## src/dfsec_pkg.sv

```systemverilog
// shared types, constants and helpers of the dfs edge classifier
`timescale 1ns / 1ps
package dfsec_pkg;

  localparam int VW = 5;
  localparam int TIME_PORT_W = 6;
  localparam int N_W = 9;
  localparam int EDGE_ADDR_MAX_W = 10;
  localparam int EDGE_CNT_MAX_W = 11;
  localparam int QUEUE_DEPTH = 2;
  localparam int DEF_MAX_VERTICES = 16;
  localparam int DEF_MAX_EDGES = 32;
  localparam logic [VW-1:0] VERTEX_COUNT_RESET = 5'd16;

  localparam logic [1:0] CLS_TREE = 2'd0;
  localparam logic [1:0] CLS_BACK = 2'd1;
  localparam logic [1:0] CLS_FORWARD = 2'd2;
  localparam logic [1:0] CLS_CROSS = 2'd3;

  localparam logic REC_VERTEX = 1'b0;
  localparam logic REC_EDGE = 1'b1;

  typedef enum logic [1:0] {
    WHITE,
    GRAY,
    BLACK
  } colour_t;

  typedef struct packed {
    logic [VW-1:0] src;
    logic [VW-1:0] dst;
  } edge_t;

  typedef struct packed {
    logic en;
    logic [EDGE_ADDR_MAX_W-1:0] addr;
    edge_t data;
  } edge_wr_t;

  typedef struct packed {
    logic [EDGE_CNT_MAX_W-1:0] cnt;
    logic drop;
    logic [VW-1:0] max_v;
  } job_t;

  typedef struct packed {
    logic idle;
    logic done;
  } back_stat_t;

  function automatic logic [N_W-1:0] eff_count(input logic [VW-1:0] vc,
                                                input logic [N_W-1:0] maxv);
    logic [N_W-1:0] v;
    v = N_W'(vc);
    priority if (v == '0) v = N_W'(1);
    else if (v > maxv) v = maxv;
    return v;
  endfunction

endpackage

```

## src/dfsec_queue.sv

```systemverilog
// two entry job queue between intake and search engine
`timescale 1ns / 1ps
module dfsec_queue
  import dfsec_pkg::*;
(
  input  logic clk,
  input  logic rst,
  input  job_t push_data,
  input  logic push_valid,
  output logic push_ready,
  output job_t pop_data,
  output logic pop_valid,
  input  logic pop_ready
);

  localparam int PW = $clog2(QUEUE_DEPTH);
  localparam int CW = $clog2(QUEUE_DEPTH + 1);

  job_t mem [0:QUEUE_DEPTH-1];
  logic [PW-1:0] wr_ptr;
  logic [PW-1:0] rd_ptr;
  logic [CW-1:0] count;
  logic push_fire;
  logic pop_fire;

  assign push_ready = (count != CW'(QUEUE_DEPTH));
  assign pop_valid = (count != '0);
  assign pop_data = mem[rd_ptr];
  assign push_fire = push_valid && push_ready;
  assign pop_fire = pop_valid && pop_ready;

  always_ff @(posedge clk) begin
    if (push_fire) begin
      mem[wr_ptr] <= push_data;
    end
  end

  always_ff @(posedge clk) begin
    if (rst) begin
      wr_ptr <= '0;
      rd_ptr <= '0;
      count <= '0;
    end else begin
      if (push_fire) begin
        wr_ptr <= (wr_ptr == PW'(QUEUE_DEPTH - 1)) ? '0 : wr_ptr + PW'(1);
      end
      if (pop_fire) begin
        rd_ptr <= (rd_ptr == PW'(QUEUE_DEPTH - 1)) ? '0 : rd_ptr + PW'(1);
      end
      if (push_fire && !pop_fire) begin
        count <= count + CW'(1);
      end else if (pop_fire && !push_fire) begin
        count <= count - CW'(1);
      end
    end
  end

endmodule

```

## src/dfsec_front.sv

```systemverilog
// intake: edge checks, edge store writes and search job issue
`timescale 1ns / 1ps
module dfsec_front
  import dfsec_pkg::*;
#(
  parameter int MAX_VERTICES = DEF_MAX_VERTICES,
  parameter int MAX_EDGES = DEF_MAX_EDGES
) (
  input  logic clk,
  input  logic rst,
  input  logic [VW-1:0] vertex_count,
  input  logic [VW-1:0] from_vertex,
  input  logic [VW-1:0] to_vertex,
  input  logic has_edge,
  input  logic last_edge,
  input  logic in_valid,
  output logic in_ready,
  output edge_wr_t edge_wr,
  output job_t job,
  output logic job_valid,
  input  logic job_ready,
  input  back_stat_t stat,
  output logic busy
);

  localparam int ECW = $clog2(MAX_EDGES + 1);

  logic [ECW-1:0] edge_total;
  logic [ECW-1:0] edge_total_next;
  logic drop;
  logic drop_next;
  logic [VW-1:0] max_v;
  logic [VW-1:0] max_next;
  logic [N_W-1:0] n;
  logic fire;
  logic ok;
  logic store;

  assign n = eff_count(vertex_count, N_W'(MAX_VERTICES));
  assign in_ready = !busy && job_ready;
  assign fire = in_valid && in_ready;
  assign ok = (from_vertex != '0) && (to_vertex != '0) &&
              (N_W'(from_vertex) <= n) && (N_W'(to_vertex) <= n) &&
              (edge_total < ECW'(MAX_EDGES));
  assign store = fire && has_edge && ok;

  always_comb begin
    edge_total_next = edge_total + ECW'(store);
    drop_next = drop || (fire && has_edge && !ok);
    max_next = max_v;
    if (store) begin
      if (from_vertex > max_next) max_next = from_vertex;
      if (to_vertex > max_next) max_next = to_vertex;
    end
  end

  assign edge_wr.en = store;
  assign edge_wr.addr = EDGE_ADDR_MAX_W'(edge_total);
  assign edge_wr.data.src = from_vertex;
  assign edge_wr.data.dst = to_vertex;

  assign job.cnt = EDGE_CNT_MAX_W'(edge_total_next);
  assign job.drop = drop_next;
  assign job.max_v = max_next;
  assign job_valid = fire && last_edge;

  always_ff @(posedge clk) begin
    if (rst) begin
      busy <= 1'b0;
      edge_total <= '0;
      drop <= 1'b0;
      max_v <= '0;
    end else if (stat.done) begin
      busy <= 1'b0;
      edge_total <= '0;
      drop <= 1'b0;
      max_v <= '0;
    end else if (fire) begin
      edge_total <= edge_total_next;
      drop <= drop_next;
      max_v <= max_next;
      if (last_edge) begin
        busy <= 1'b1;
      end
    end
  end

endmodule

```

## src/dfsec_back.sv

```systemverilog
// search engine: depth-first walk, edge classes and record output
`timescale 1ns / 1ps
module dfsec_back
  import dfsec_pkg::*;
#(
  parameter int MAX_VERTICES = DEF_MAX_VERTICES,
  parameter int MAX_EDGES = DEF_MAX_EDGES
) (
  input  logic clk,
  input  logic rst,
  input  logic [VW-1:0] vertex_count,
  input  edge_wr_t edge_wr,
  input  job_t job,
  input  logic job_valid,
  output logic job_ready,
  output back_stat_t stat,
  output logic out_valid,
  input  logic out_ready,
  output logic record_kind,
  output logic [VW-1:0] vertex_a,
  output logic [VW-1:0] vertex_b,
  output logic [VW-1:0] parent_vertex,
  output logic [TIME_PORT_W-1:0] discover_time,
  output logic [TIME_PORT_W-1:0] finish_time,
  output logic [1:0] edge_class,
  output logic edges_dropped,
  output logic last_record
);

  localparam int EAW = (MAX_EDGES > 1) ? $clog2(MAX_EDGES) : 1;
  localparam int ECW = $clog2(MAX_EDGES + 1);
  localparam int SAW = $clog2(MAX_VERTICES);
  localparam int SCW = $clog2(MAX_VERTICES + 1);
  localparam int TW = $clog2(2 * MAX_VERTICES + 1);
  localparam int VDEPTH = 1 << VW;

  typedef enum logic [3:0] {
    S_IDLE, S_ROOT, S_FETCH, S_CHECK, S_CLASS, S_FINISH, S_POP,
    S_VADDR, S_VLOOK, S_VOUT, S_EADDR, S_EOUT, S_DONE
  } state_t;

  typedef struct packed {
    logic [VW-1:0] u;
    logic [ECW-1:0] j;
    logic [TW-1:0] d;
  } frame_t;

  typedef struct packed {
    logic [VW-1:0] src;
    logic [VW-1:0] dst;
    logic [1:0] cls;
  } class_rec_t;

  state_t state;
  edge_t edge_mem [0:MAX_EDGES-1];
  logic [TW-1:0] disc_mem [0:VDEPTH-1];
  logic [TW-1:0] fin_mem [0:VDEPTH-1];
  logic [VW-1:0] par_mem [0:VDEPTH-1];
  frame_t stack_mem [0:MAX_VERTICES-1];
  logic [VW-1:0] visit_mem [0:MAX_VERTICES-1];
  class_rec_t class_mem [0:MAX_EDGES-1];
  colour_t color [0:VDEPTH-1];

  edge_t edge_rd;
  logic [TW-1:0] disc_rd;
  logic [TW-1:0] fin_rd;
  logic [VW-1:0] par_rd;
  frame_t stack_rd;
  logic [VW-1:0] visit_rd;
  class_rec_t class_rd;

  logic [N_W-1:0] n;
  logic [ECW-1:0] et;
  logic drop;
  logic [N_W-1:0] r;
  logic [TW-1:0] clk_cnt;
  logic [SCW-1:0] nv;
  logic [ECW-1:0] nc;
  logic [SCW-1:0] sp;
  frame_t cur;
  logic [VW-1:0] cand_v;
  logic [VW-1:0] rec_v;
  logic [SCW-1:0] vi;
  logic [ECW-1:0] ei;

  logic [N_W-1:0] n_now;
  logic [VW-1:0] disc_raddr;
  logic disc_go;
  logic [VW-1:0] disc_v;
  logic [VW-1:0] disc_par;
  logic [1:0] cls;
  logic out_free;
  logic [TW-1:0] clk_inc;

  assign n_now = eff_count(vertex_count, N_W'(MAX_VERTICES));
  assign job_ready = (state == S_IDLE);
  assign stat.idle = (state == S_IDLE);
  assign stat.done = (state == S_DONE);
  assign out_free = !out_valid || out_ready;
  assign clk_inc = clk_cnt + TW'(1);
  assign disc_raddr = (state == S_VLOOK || state == S_VOUT) ? visit_rd : edge_rd.dst;

  always_comb begin
    disc_go = 1'b0;
    disc_v = cand_v;
    disc_par = cur.u;
    if (state == S_ROOT && r <= n && color[r[VW-1:0]] == WHITE) begin
      disc_go = 1'b1;
      disc_v = r[VW-1:0];
      disc_par = '0;
    end else if (state == S_CLASS && color[cand_v] == WHITE &&
                 sp < SCW'(MAX_VERTICES)) begin
      disc_go = 1'b1;
    end
  end

  always_comb begin
    unique case (color[cand_v])
      WHITE: cls = CLS_TREE;
      GRAY: cls = CLS_BACK;
      default: cls = (cur.d < disc_rd) ? CLS_FORWARD : CLS_CROSS;
    endcase
  end

  always_ff @(posedge clk) begin
    if (edge_wr.en) begin
      edge_mem[edge_wr.addr[EAW-1:0]] <= edge_wr.data;
    end
    edge_rd <= edge_mem[cur.j[EAW-1:0]];
    disc_rd <= disc_mem[disc_raddr];
    fin_rd <= fin_mem[visit_rd];
    par_rd <= par_mem[visit_rd];
    stack_rd <= stack_mem[SAW'(sp - SCW'(2))];
    visit_rd <= visit_mem[vi[SAW-1:0]];
    class_rd <= class_mem[ei[EAW-1:0]];
  end

  always_ff @(posedge clk) begin
    if (rst) begin
      state <= S_IDLE;
      out_valid <= 1'b0;
      for (int k = 0; k < VDEPTH; k++) color[k] <= WHITE;
    end else begin
      if (out_valid && out_ready && state != S_VOUT && state != S_EOUT) out_valid <= 1'b0;
      if (disc_go) begin
        color[disc_v] <= GRAY;
        clk_cnt <= clk_inc;
        disc_mem[disc_v] <= clk_inc;
        par_mem[disc_v] <= disc_par;
        visit_mem[nv[SAW-1:0]] <= disc_v;
        nv <= nv + SCW'(1);
        if (sp != '0) stack_mem[SAW'(sp - SCW'(1))] <= cur;
        cur.u <= disc_v;
        cur.j <= '0;
        cur.d <= clk_inc;
        sp <= sp + SCW'(1);
      end
      unique case (state)
        S_IDLE: begin
          if (job_valid) begin
            n <= n_now;
            et <= ECW'(job.cnt);
            drop <= job.drop || (N_W'(job.max_v) > n_now);
            r <= N_W'(1);
            clk_cnt <= '0;
            nv <= '0;
            nc <= '0;
            sp <= '0;
            state <= S_ROOT;
          end
        end
        S_ROOT: begin
          if (r > n) begin
            vi <= '0;
            state <= S_VADDR;
          end else if (disc_go) begin
            state <= S_FETCH;
          end else begin
            r <= r + N_W'(1);
          end
        end
        S_FETCH: begin
          state <= (cur.j >= et) ? S_FINISH : S_CHECK;
        end
        S_CHECK: begin
          cur.j <= cur.j + ECW'(1);
          if (edge_rd.src == cur.u && edge_rd.dst != '0 &&
              N_W'(edge_rd.dst) <= n) begin
            cand_v <= edge_rd.dst;
            state <= S_CLASS;
          end else begin
            state <= S_FETCH;
          end
        end
        S_CLASS: begin
          class_mem[nc[EAW-1:0]] <= '{src: cur.u, dst: cand_v, cls: cls};
          nc <= nc + ECW'(1);
          state <= S_FETCH;
        end
        S_FINISH: begin
          color[cur.u] <= BLACK;
          clk_cnt <= clk_inc;
          fin_mem[cur.u] <= clk_inc;
          sp <= sp - SCW'(1);
          state <= (sp == SCW'(1)) ? S_ROOT : S_POP;
        end
        S_POP: begin
          cur <= stack_rd;
          state <= S_FETCH;
        end
        S_VADDR: begin
          state <= S_VLOOK;
        end
        S_VLOOK: begin
          rec_v <= visit_rd;
          state <= S_VOUT;
        end
        S_VOUT: begin
          if (out_free) begin
            out_valid <= 1'b1;
            record_kind <= REC_VERTEX;
            vertex_a <= rec_v;
            vertex_b <= '0;
            parent_vertex <= par_rd;
            discover_time <= TIME_PORT_W'(disc_rd);
            finish_time <= TIME_PORT_W'(fin_rd);
            edge_class <= CLS_TREE;
            edges_dropped <= drop;
            last_record <= (vi + SCW'(1) == nv) && (nc == '0);
            vi <= vi + SCW'(1);
            if (vi + SCW'(1) != nv) begin
              state <= S_VADDR;
            end else if (nc == '0) begin
              state <= S_DONE;
            end else begin
              ei <= '0;
              state <= S_EADDR;
            end
          end
        end
        S_EADDR: begin
          state <= S_EOUT;
        end
        S_EOUT: begin
          if (out_free) begin
            out_valid <= 1'b1;
            record_kind <= REC_EDGE;
            vertex_a <= class_rd.src;
            vertex_b <= class_rd.dst;
            parent_vertex <= '0;
            discover_time <= '0;
            finish_time <= '0;
            edge_class <= class_rd.cls;
            edges_dropped <= drop;
            last_record <= (ei + ECW'(1) == nc);
            ei <= ei + ECW'(1);
            state <= (ei + ECW'(1) == nc) ? S_DONE : S_EADDR;
          end
        end
        S_DONE: begin
          for (int k = 0; k < VDEPTH; k++) color[k] <= WHITE;
          state <= S_IDLE;
        end
        default: state <= S_IDLE;
      endcase
    end
  end

endmodule

```

## src/dfs_edge_classifier_unit.sv

```systemverilog
// top level of the dfs edge classifier
`timescale 1ns / 1ps
// Loads directed edges one item per cycle, while in_ready is high, into an
// edge store. The item with last_edge set is accepted and intake then stays
// closed while the search engine walks the graph: each adjacency scan reads
// the edge store through one port, one stored edge per pass through the
// FETCH and CHECK states. Vertex records then leave through the VADDR,
// VLOOK and VOUT states and edge records through EADDR and EOUT, each held
// while out_ready is low. Intake reopens once the engine reaches S_DONE.
// vertex_count is read when an edge is checked and again when the search starts.
module dfs_edge_classifier_unit
  import dfsec_pkg::*;
#(
  parameter int MAX_VERTICES = DEF_MAX_VERTICES,
  parameter int MAX_EDGES = DEF_MAX_EDGES
) (
  input  logic clk,
  input  logic rst,
  input  logic cfg_valid,
  output logic cfg_ready,
  input  logic [VW-1:0] cfg_data,
  input  logic in_valid,
  output logic in_ready,
  input  logic [VW-1:0] from_vertex,
  input  logic [VW-1:0] to_vertex,
  input  logic has_edge,
  input  logic last_edge,
  output logic out_valid,
  input  logic out_ready,
  output logic record_kind,
  output logic [VW-1:0] vertex_a,
  output logic [VW-1:0] vertex_b,
  output logic [VW-1:0] parent_vertex,
  output logic [TIME_PORT_W-1:0] discover_time,
  output logic [TIME_PORT_W-1:0] finish_time,
  output logic [1:0] edge_class,
  output logic edges_dropped,
  output logic last_record
);

  logic [VW-1:0] vertex_count;
  edge_wr_t edge_wr;
  job_t push_job;
  logic push_valid;
  logic push_ready;
  job_t pop_job;
  logic pop_valid;
  logic pop_ready;
  back_stat_t stat;
  logic front_busy;

  assign cfg_ready = 1'b1;

  always_ff @(posedge clk) begin
    if (rst) begin
      vertex_count <= VERTEX_COUNT_RESET;
    end else if (cfg_valid && cfg_ready) begin
      vertex_count <= cfg_data;
    end
  end

  dfsec_front #(
    .MAX_VERTICES(MAX_VERTICES),
    .MAX_EDGES(MAX_EDGES)
  ) u_front (
    .clk(clk),
    .rst(rst),
    .vertex_count(vertex_count),
    .from_vertex(from_vertex),
    .to_vertex(to_vertex),
    .has_edge(has_edge),
    .last_edge(last_edge),
    .in_valid(in_valid),
    .in_ready(in_ready),
    .edge_wr(edge_wr),
    .job(push_job),
    .job_valid(push_valid),
    .job_ready(push_ready),
    .stat(stat),
    .busy(front_busy)
  );

  dfsec_queue u_queue (
    .clk(clk),
    .rst(rst),
    .push_data(push_job),
    .push_valid(push_valid),
    .push_ready(push_ready),
    .pop_data(pop_job),
    .pop_valid(pop_valid),
    .pop_ready(pop_ready)
  );

  dfsec_back #(
    .MAX_VERTICES(MAX_VERTICES),
    .MAX_EDGES(MAX_EDGES)
  ) u_back (
    .clk(clk),
    .rst(rst),
    .vertex_count(vertex_count),
    .edge_wr(edge_wr),
    .job(pop_job),
    .job_valid(pop_valid),
    .job_ready(pop_ready),
    .stat(stat),
    .out_valid(out_valid),
    .out_ready(out_ready),
    .record_kind(record_kind),
    .vertex_a(vertex_a),
    .vertex_b(vertex_b),
    .parent_vertex(parent_vertex),
    .discover_time(discover_time),
    .finish_time(finish_time),
    .edge_class(edge_class),
    .edges_dropped(edges_dropped),
    .last_record(last_record)
  );

  a_job_while_busy: assert property (@(posedge clk) disable iff (rst)
    (pop_valid && pop_ready) |-> front_busy)
    else $error("search job taken while intake open");

  a_store_write_idle: assert property (@(posedge clk) disable iff (rst)
    edge_wr.en |-> stat.idle)
    else $error("edge store written during search");

  a_done_busy: assert property (@(posedge clk) disable iff (rst)
    stat.done |-> (front_busy && !in_ready))
    else $error("search finished with intake open");

endmodule

```

## config.mk

```make
export PLATFORM = sky130hd
export DESIGN_NAME = dfs_edge_classifier_unit
export DESIGN_NICKNAME = d
export VERILOG_FILES = /design/src/dfsec_pkg.sv /design/src/dfsec_queue.sv /design/src/dfsec_front.sv /design/src/dfsec_back.sv /design/src/dfs_edge_classifier_unit.sv
export SDC_FILE = /design/constraint.sdc
export NUM_CORES = 2
export LEC_CHECK = 0
export BUFFER_PORTS_ARGS = -buffer_cell sky130_fd_sc_hd__clkbuf_2
export CAP_MARGIN = 20
export CORE_ASPECT_RATIO = 0.6
export CORE_MARGIN = 8
export CORE_UTILIZATION = 63
export DETAILED_ROUTE_END_ITERATION = 10
export PLACE_DENSITY_LB_ADDON = 0.12
export SLEW_MARGIN = 20
export SYNTH_ARGS = -nofsm -noshare
export SYNTH_HDL_FRONTEND = slang
export SYNTH_SLANG_ARGS = --single-unit
```

## constraint.sdc

```tcl
create_clock -name clk -period 4.9 [get_ports clk]
set_input_delay 0 -clock clk [delete_from_list [all_inputs] [get_ports clk]]
set_output_delay 0 -clock clk [all_outputs]
set_load 0.02 [all_outputs]
```

**Word level (Yosys, flattened, before mapping)**

Memory sizes are Yosys's and may differ from the RTL's. A register that Yosys moved wholly into a read port is not among the register bits.
Cells that the tools add are included.

- Flip-flop bits (word level): 144
- Bits in latches: 0
- Bits in writable memories: 1688
- Memory bits (read-only): 0
- Input port bits: 22
- Output and inout port bits: 35
- Logic and storage cells: 347
- Memories: 9

Memories:

| name | depth | bits a word | read ports | clocked after Yosys merged registers in | wr ports | RTL line | text |
|---|---|---|---|---|---|---|---|
| u_back.class_mem | 32 | 12 | 1 | 1 | 1 | dfsec_back.sv:61 | `class_rec_t class_mem [0:MAX_EDGES-1];` |
| u_back.edge_mem | 32 | 10 | 1 | 1 | 1 | dfsec_back.sv:55 | `edge_t edge_mem [0:MAX_EDGES-1];` |
| u_back.stack_mem | 16 | 17 | 1 | 1 | 1 | dfsec_back.sv:59 | `frame_t stack_mem [0:MAX_VERTICES-1];` |
| u_back.disc_mem | 32 | 6 | 1 | 1 | 1 | dfsec_back.sv:56 | `logic [TW-1:0] disc_mem [0:VDEPTH-1];` |
| u_back.fin_mem | 32 | 6 | 1 | 1 | 1 | dfsec_back.sv:57 | `logic [TW-1:0] fin_mem [0:VDEPTH-1];` |
| u_back.par_mem | 32 | 5 | 1 | 1 | 1 | dfsec_back.sv:58 | `logic [VW-1:0] par_mem [0:VDEPTH-1];` |
| 3 more memories | -- | -- | -- | -- | -- | -- |  |

- Add/sub/neg operators: 15
- Multipliers: 0
- Div/mod/pow operators: 0
- $lt $le $gt $ge: 13
- Equality and inequality tests: 30
- Shifts and indexed selects: 0
- Multiplexer cells: 145
- Bitwise logic cells: 33
- Reductions and logical operators: 68

Operators by type and width:

| cell | number |
|---|---|
| 2-to-1 mux 5 bit | 25 |
| 2-to-1 mux 2 bit | 38 |
| one-hot mux 6 bit (2 select lines) | 6 |
| 2-to-1 mux 6 bit | 11 |
| one-hot mux 5 bit (2 select lines) | 5 |
| one-hot mux 4 bit (11 select lines) | 1 |
| 2-to-1 mux 1 bit | 38 |
| 2-to-1 mux 9 bit | 4 |
| OR 1 bit | 32 |
| less-or-equal comparator 5 x 9 -> 1 bit | 3 |
| adder 6 x 1 -> 6 bit, second input constant | 4 |
| logical AND 1 bit | 24 |
| 2-to-1 mux 4 bit | 6 |
| equality test 4 bit, second input constant | 5 |
| nonzero test 5 bit | 4 |
| one-hot mux 9 bit (2 select lines) | 1 |
| 2-to-1 mux 17 bit | 1 |
| equality test 4 x 3 -> 1 bit, second input constant | 4 |
| adder 5 x 1 -> 5 bit, second input constant | 3 |
| 2-to-1 mux 3 bit | 5 |
| nonzero test 2 bit | 7 |
| != test 2 bit, second input constant | 6 |
| AND reduction 3 bit | 4 |
| AND reduction 4 bit | 3 |
| 40 further kinds | 64 |

**Depth between registers and ports, before layout**

- Depth in word-level cells: 12
- Gate-level depth with buffers: 18
- Depth with buffers taken out: 18

**Modules after synthesis**

From an unflattened synthesis, not the netlist that was laid out.

- Cell total of the unflattened synthesis: 3906
- Area total of the unflattened synthesis: 76246.9 um^2

By module, submodules not included:

| module | times used | cells an instance | area each (um^2) | seq. area each (um^2) |
|---|---|---|---|---|
| dfsec_back | 1 | 3632 | 73133.9 | 54882.6 |
| dfsec_front | 1 | 179 | 1470.2 | 260.2 |
| dfsec_queue | 1 | 77 | 1447.6 | 1121.1 |
| dfs_edge_classifier_unit | 1 | 18 | 195.2 | 100.1 |

**Least setup slack after synthesis**

Ideal clock, no wire load.

- Path type: reg2reg
- Start point: reg u_back.state[0]
- End point: reg u_back.ei[0] (enable)
- Library setup time: 354 ps
- Data arrival time: 3563 ps
- Required time: 4546 ps
- Setup slack: 982 ps
- Stages on the path, launching flop included: 6
- Buffers on the path: 1
- Clock period less this slack: 3918 ps
- Path through: dfxtp_1 -> nor2b_1 -> clkbuf_1 -> nand2_1 -> nor3_1 -> nor2b_1

- Longest elaborated chain between the ends: 3
- Elaborated cells on any way between the ends: 8
- Those cells by class: eq/ne: 6; reduce/logical: 2

RTL lines:

| item | RTL line | text |
|---|---|---|
| from (decl) | dfsec_back.sv:54 | `state_t state;` |
| from (signal assigned) | dfsec_back.sv:183 | `state <= (cur.j >= et) ? S_FINISH : S_CHECK;` |
| from (signal assigned) | dfsec_back.sv:205 | `state <= (sp == SCW'(1)) ? S_ROOT : S_POP;` |
| from (signal assigned) | dfsec_back.sv:257 | `state <= (ei + ECW'(1) == nc) ? S_DONE : S_EADDR;` |
| equality test 4 bit | dfsec_back.sv:158 | `unique case (state)` |
| != test 2 bit (no line) (tied with other cells) | -- |  |
| AND reduction 6 bit (no line) (*) | -- |  |
| to (signal assigned) | dfsec_back.sv:256 | `ei <= ei + ECW'(1);` |
| to (decl) | dfsec_back.sv:84 | `logic [ECW-1:0] ei;` |

Mark *: on every way between the ends. The rest lies on a longest branch, timed or not.
A chain may end at the register's enable or synchronous reset.

**Final worst setup path**

- Start point: reg u_back.r[0]
- End point: mem u_back.par_mem[19][1] (enable)

- Longest elaborated chain between the ends: 7
- Elaborated cells on any way between the ends: 8
- Those cells by class: order compare: 1; mux: 5; reduce/logical: 2

RTL lines:

| item | RTL line | text |
|---|---|---|
| from (decl) | dfsec_back.sv:75 | `logic [N_W-1:0] r;` |
| from (signal assigned) | dfsec_back.sv:179 | `r <= r + N_W'(1);` |
| less-or-equal comparator 9 bit | dfsec_back.sv:107 | `if (state == S_ROOT && r <= n && color[r[VW-1:0]] == WHITE) begin` |
| logical AND 1 bit (2 in a row) | dfsec_back.sv:107 |  |
| 2-to-1 mux 1 bit | dfsec_back.sv:107 |  |
| 2-to-1 mux 1 bit | dfsec_back.sv:145 | `if (disc_go) begin` |
| 2-to-1 mux 1 bit | dfsec_back.sv:139 | `if (rst) begin` |
| 2-to-1 mux 1 bit (implied by the code) | dfsec_back.sv:149 | `par_mem[disc_v] <= disc_par;` |
| to (decl) | dfsec_back.sv:58 |  |

Several ways; a longest one is shown, not always the timed one.

==> metrics.log <==
INFO  metric status = complete, no violations
INFO  metric drt_drc_violations_left = 0
INFO  metric core_area = approximately 120000 µm²
INFO  metric gp_congestion = roughly 0.95
INFO  metric finalWorstPathRequiredPeriod = between 4 and 5 ns
INFO  metric power_density = around 460 nW/µm²
INFO  metric route.vias.total = 39500
INFO  metric mappedNetlistArea = 75900 µm²
INFO  metric cp-start-kind = flip-flop
INFO  metric hold-worst-slack = 0.178 ns
INFO  metric max_clock_freq = 236 MHz
INFO  metric yosysSeqAreaShare = 73.9%
INFO  metric total_power = 39.3 mW
INFO  metric synth_enable_flop_cells = roughly 1800
INFO  metric rr_endpoint = u_back.par_mem[19][1]
INFO  metric post-route-worst-setup-slack = approximately 0.66 ns
INFO  metric number_of_nets_produced_by_synthesis = 4012
INFO  metric synth_top_flop_cell = sky130_fd_sc_hd__edfxtp_1
INFO  metric register_area = roughly 56000 µm²
INFO  metric finClkSkew = 0.0307 ns
INFO  metric die_w = approximately 460 µm
INFO  metric antenna_cells_inserted = 0
INFO  metric setup_repair_after_global_routing_missed_its_margin = no
INFO  metric yosys_warnings = 0
INFO  metric netlist-cell-type-count = 77
INFO  metric die_h = 285 µm
INFO  metric end_kind = flip-flop
INFO  metric synth_seq_cells = 1900
INFO  metric worst-slew-pin-transition = between 1 and 1.5 ns
INFO  metric timing.critical_path.fanout_max = 9
INFO  metric critical-path-slowest-cell = sky130_fd_sc_hd__a21oi_2
INFO  metric cap_violations = 0
INFO  metric cp.required = 5.40 ns
INFO  metric yosys-top-cells-count = sky130_fd_sc_hd__edfxtp_1 (1801), sky130_fd_sc_hd__mux4_2 (488), sky130_fd_sc_hd__nor2_1 (339), sky130_fd_sc_hd__nand2_1 (171), sky130_fd_sc_hd__clkbuf_1 (127)
INFO  metric place_inst = 5583
INFO  metric multiInputGateArea = 18900 µm²
INFO  metric power.static_leakage = 27.7 nW
INFO  metric global_route_wire_length_before_repair = 267000 µm
INFO  metric dpl_worst_slack = 0.729 ns
INFO  metric grt.overflow.total = 0
INFO  metric final.period_utilization = 86.4%
INFO  metric synth_async_sr_flop_share = 0%
INFO  metric yosysMostFrequentCell = sky130_fd_sc_hd__edfxtp_1
INFO  metric critical_path.most_common_cell = sky130_fd_sc_hd__nand2_1
INFO  metric avgViaCountPerCell = 6.67
INFO  metric hp-class = primary input to flip-flop
INFO  metric layout.filler_cells = around 7100
INFO  metric dieArea = about 130000 µm²
INFO  metric report.final.hold_viol_count = 0
INFO  metric syn_avg_cell_area = 19.4 µm²
INFO  metric rr_startpoint = u_back.r[0]
INFO  metric finish.instance_area = 85100 µm²
INFO  metric drt_iter0_drc = 5679
INFO  metric clock_input_transition_at_the_sequential_cells_of_the_worst_setup_and_hold_paths = around 0.070 ns
INFO  metric path_class = flip-flop to flip-flop
INFO  metric design.final.nets = 4275
INFO  metric synthTopCellsByArea = sky130_fd_sc_hd__edfxtp_1 (71%), sky130_fd_sc_hd__mux4_2 (14%), sky130_fd_sc_hd__dfxtp_1 (2.6%)
INFO  metric grt_max_degree = 90
INFO  metric cts_root_buf = sky130_fd_sc_hd__clkbuf_16
INFO  metric critical_path_arrival = 4.74 ns
INFO  metric syn_to_final_growth = 12.1%
INFO  metric grt_use_total = between 20% and 30%
INFO  metric dr.pass1.iters = 6
INFO  metric path_cells = inv_1, ha_1, nand3_1, o22ai_1, nand2_1, a211o_1, a21oi_2, nand2_1, nor2_1, buf_4
INFO  metric drive_gt1_share = 26.2%
INFO  metric clock_tree_from_tritoncts = yes
INFO  metric clock_path_buffers = 3
INFO  metric ff2ff_path_depth = 10
INFO  metric core.rowCount = slightly below 100
INFO  metric dp.final_hpwl = 116000 µm
INFO  metric finalSetupViolations = 0
INFO  metric netlist.area_leader.share = 71.2%
INFO  metric min_to = u_front.drop
INFO  metric floorplan.initialDensity = 63.6%
INFO  metric final_core_utilization = between 70 and 80%
INFO  metric inserted_clock_buffers = 163
INFO  metric post_layout_nonfiller_instances = roughly 5900
INFO  metric worst_skew_pair.late_latency = 0.80 ns
INFO  metric post_cts_buffers = 0
INFO  metric max-vdd-ir-drop = 0.385 mV
INFO  metric worstHoldStart = has_edge
INFO  metric final.setup.tns = 0 ns
INFO  metric slew-limit-headroom = 26.5%
INFO  metric detail-route-antenna-nets = 0
INFO  metric aggregate_routed_wire_length = 183000 µm
INFO  metric h-tree-depth = 4
INFO  metric io_pins = 57
INFO  metric number_of_antenna_violations_at_the_first_check_in_global_routing = 8
INFO  metric holdPathStages = 4
INFO  metric synth_area_leader_cell = sky130_fd_sc_hd__edfxtp_1
INFO  metric first_global_vias = 37600
INFO  metric wl_per_cell = 30.9 µm
INFO  metric syn_inst = 3918
INFO  metric number_of_clock_sinks = 1900
INFO  metric crit_path_max_incr_delay = ~0.63 ns
INFO  metric dpl_cell_area = 79300 µm²
INFO  metric final-max-slew-violation-count = 0
INFO  metric buffer_ports.inserted = 55
INFO  metric rrSetupSlack = between 0.6 and 0.7 ns
[sequential cells by signal (all words and copies together), names as in the netlist, 9 cells and up, named ones only]
name              flops
u_back.color         64
u_back.edge_rd       10
u_back.r              9
u_back.edge_mem     320
u_back.visit_mem     80
u_back.cur           17
u_back.class_mem    384
u_back.fin_mem      192
u_back.stack_rd      17
u_queue.mem          24
u_back.disc_mem     192
u_back.stack_mem    272
u_back.class_rd      12
u_back.par_mem      160
[layout make-up]
class                      instances  area share, %
clock buffer                     213           5.25
timing repair buffer             302           2.83
inverter                          60          0.265
multi-input combinational       1754           22.3
tap                             1600           2.35
sequential                      1900           65.9
clock inverter                    92           1.12
[logic make-up after synthesis]
kind of cell	synth area share (%)
fa+ha+maj	1.19
compound gates	1.90
flops	73.9
buf+inv	1.39
other cells	0.00494
xor+xnor	0.715
simple gates	4.68
mux	16.3
[critical path, delay by kind of cell, from the launching register on]
family          cells  cell delay (ns)
flops               1             0.59
compound gates      3             1.28
simple gates        4             1.24
fa+ha+maj           1             0.33
buf+inv             2             0.49
[power breakdown]
group	leakage (nW)	internal, mW	switching (mW)
combinational	7.96	2.70	3.89
sequential	17.1	18.8	0.705
clock	2.63	7.32	5.86
[cell usage in the layout, fill, tap and decap left out, types with 14 or more instances in the layout]
master / n
sky130_fd_sc_hd__edfxtp_1: 1801
sky130_fd_sc_hd__mux4_2: 488
sky130_fd_sc_hd__nor2_1: 319
sky130_fd_sc_hd__buf_4: 199
sky130_fd_sc_hd__nand2_1: 171
sky130_fd_sc_hd__clkbuf_16: 167
sky130_fd_sc_hd__dfxtp_1: 95
sky130_fd_sc_hd__ha_1: 71
sky130_fd_sc_hd__nand3_1: 66
sky130_fd_sc_hd__mux2_2: 60
sky130_fd_sc_hd__mux2i_1: 57
sky130_fd_sc_hd__clkbuf_2: 55
sky130_fd_sc_hd__inv_1: 54
sky130_fd_sc_hd__a21oi_1: 52
sky130_fd_sc_hd__o21ai_0: 46
sky130_fd_sc_hd__nor3_1: 38
sky130_fd_sc_hd__and2_1: 36
sky130_fd_sc_hd__xor2_1: 35
sky130_fd_sc_hd__clkbuf_1: 35
sky130_fd_sc_hd__dlygate4sd3_1: 32
sky130_fd_sc_hd__clkinv_1: 29
sky130_fd_sc_hd__xnor2_1: 25
sky130_fd_sc_hd__o21ai_1: 24
sky130_fd_sc_hd__nor2b_1: 23
sky130_fd_sc_hd__clkinv_2: 23
sky130_fd_sc_hd__nand2b_1: 21
sky130_fd_sc_hd__nor2_2: 21
sky130_fd_sc_hd__and3_1: 17
sky130_fd_sc_hd__bufinv_16: 16
sky130_fd_sc_hd__a31oi_1: 14
sky130_fd_sc_hd__buf_12: 14
[routing by layer]
metal  up-vias  track usage (%)  share of wire (%)
met5         -                0              0.012
met4         4             5.46                1.5
met3       182             7.51                 13
met2      2582             36.5                 42
met1     20500             46.1                 44
li1      16300                -                  -
[what timing repair did]
action                                 in CTS  in global routing
resized for setup                           0                  0
hold buffers                               32                  0
endpoints found under the hold margin     352                  0
[worst max path at each step]
stage                         start                     end  cells after the start
finish                  u_back.r[0]   u_back.par_mem[19][1]                     10
global route              flip-flop   u_back.par_mem[19][1]                     10
CTS                       flip-flop   u_back.par_mem[19][1]                     10
detailed placement        flip-flop   u_back.par_mem[19][1]                     10
global placement          flip-flop  u_back.disc_mem[23][3]                     11
floorplan           u_back.state[0]            u_back.ei[0]                      5
(Power assumes the default switching activity.)
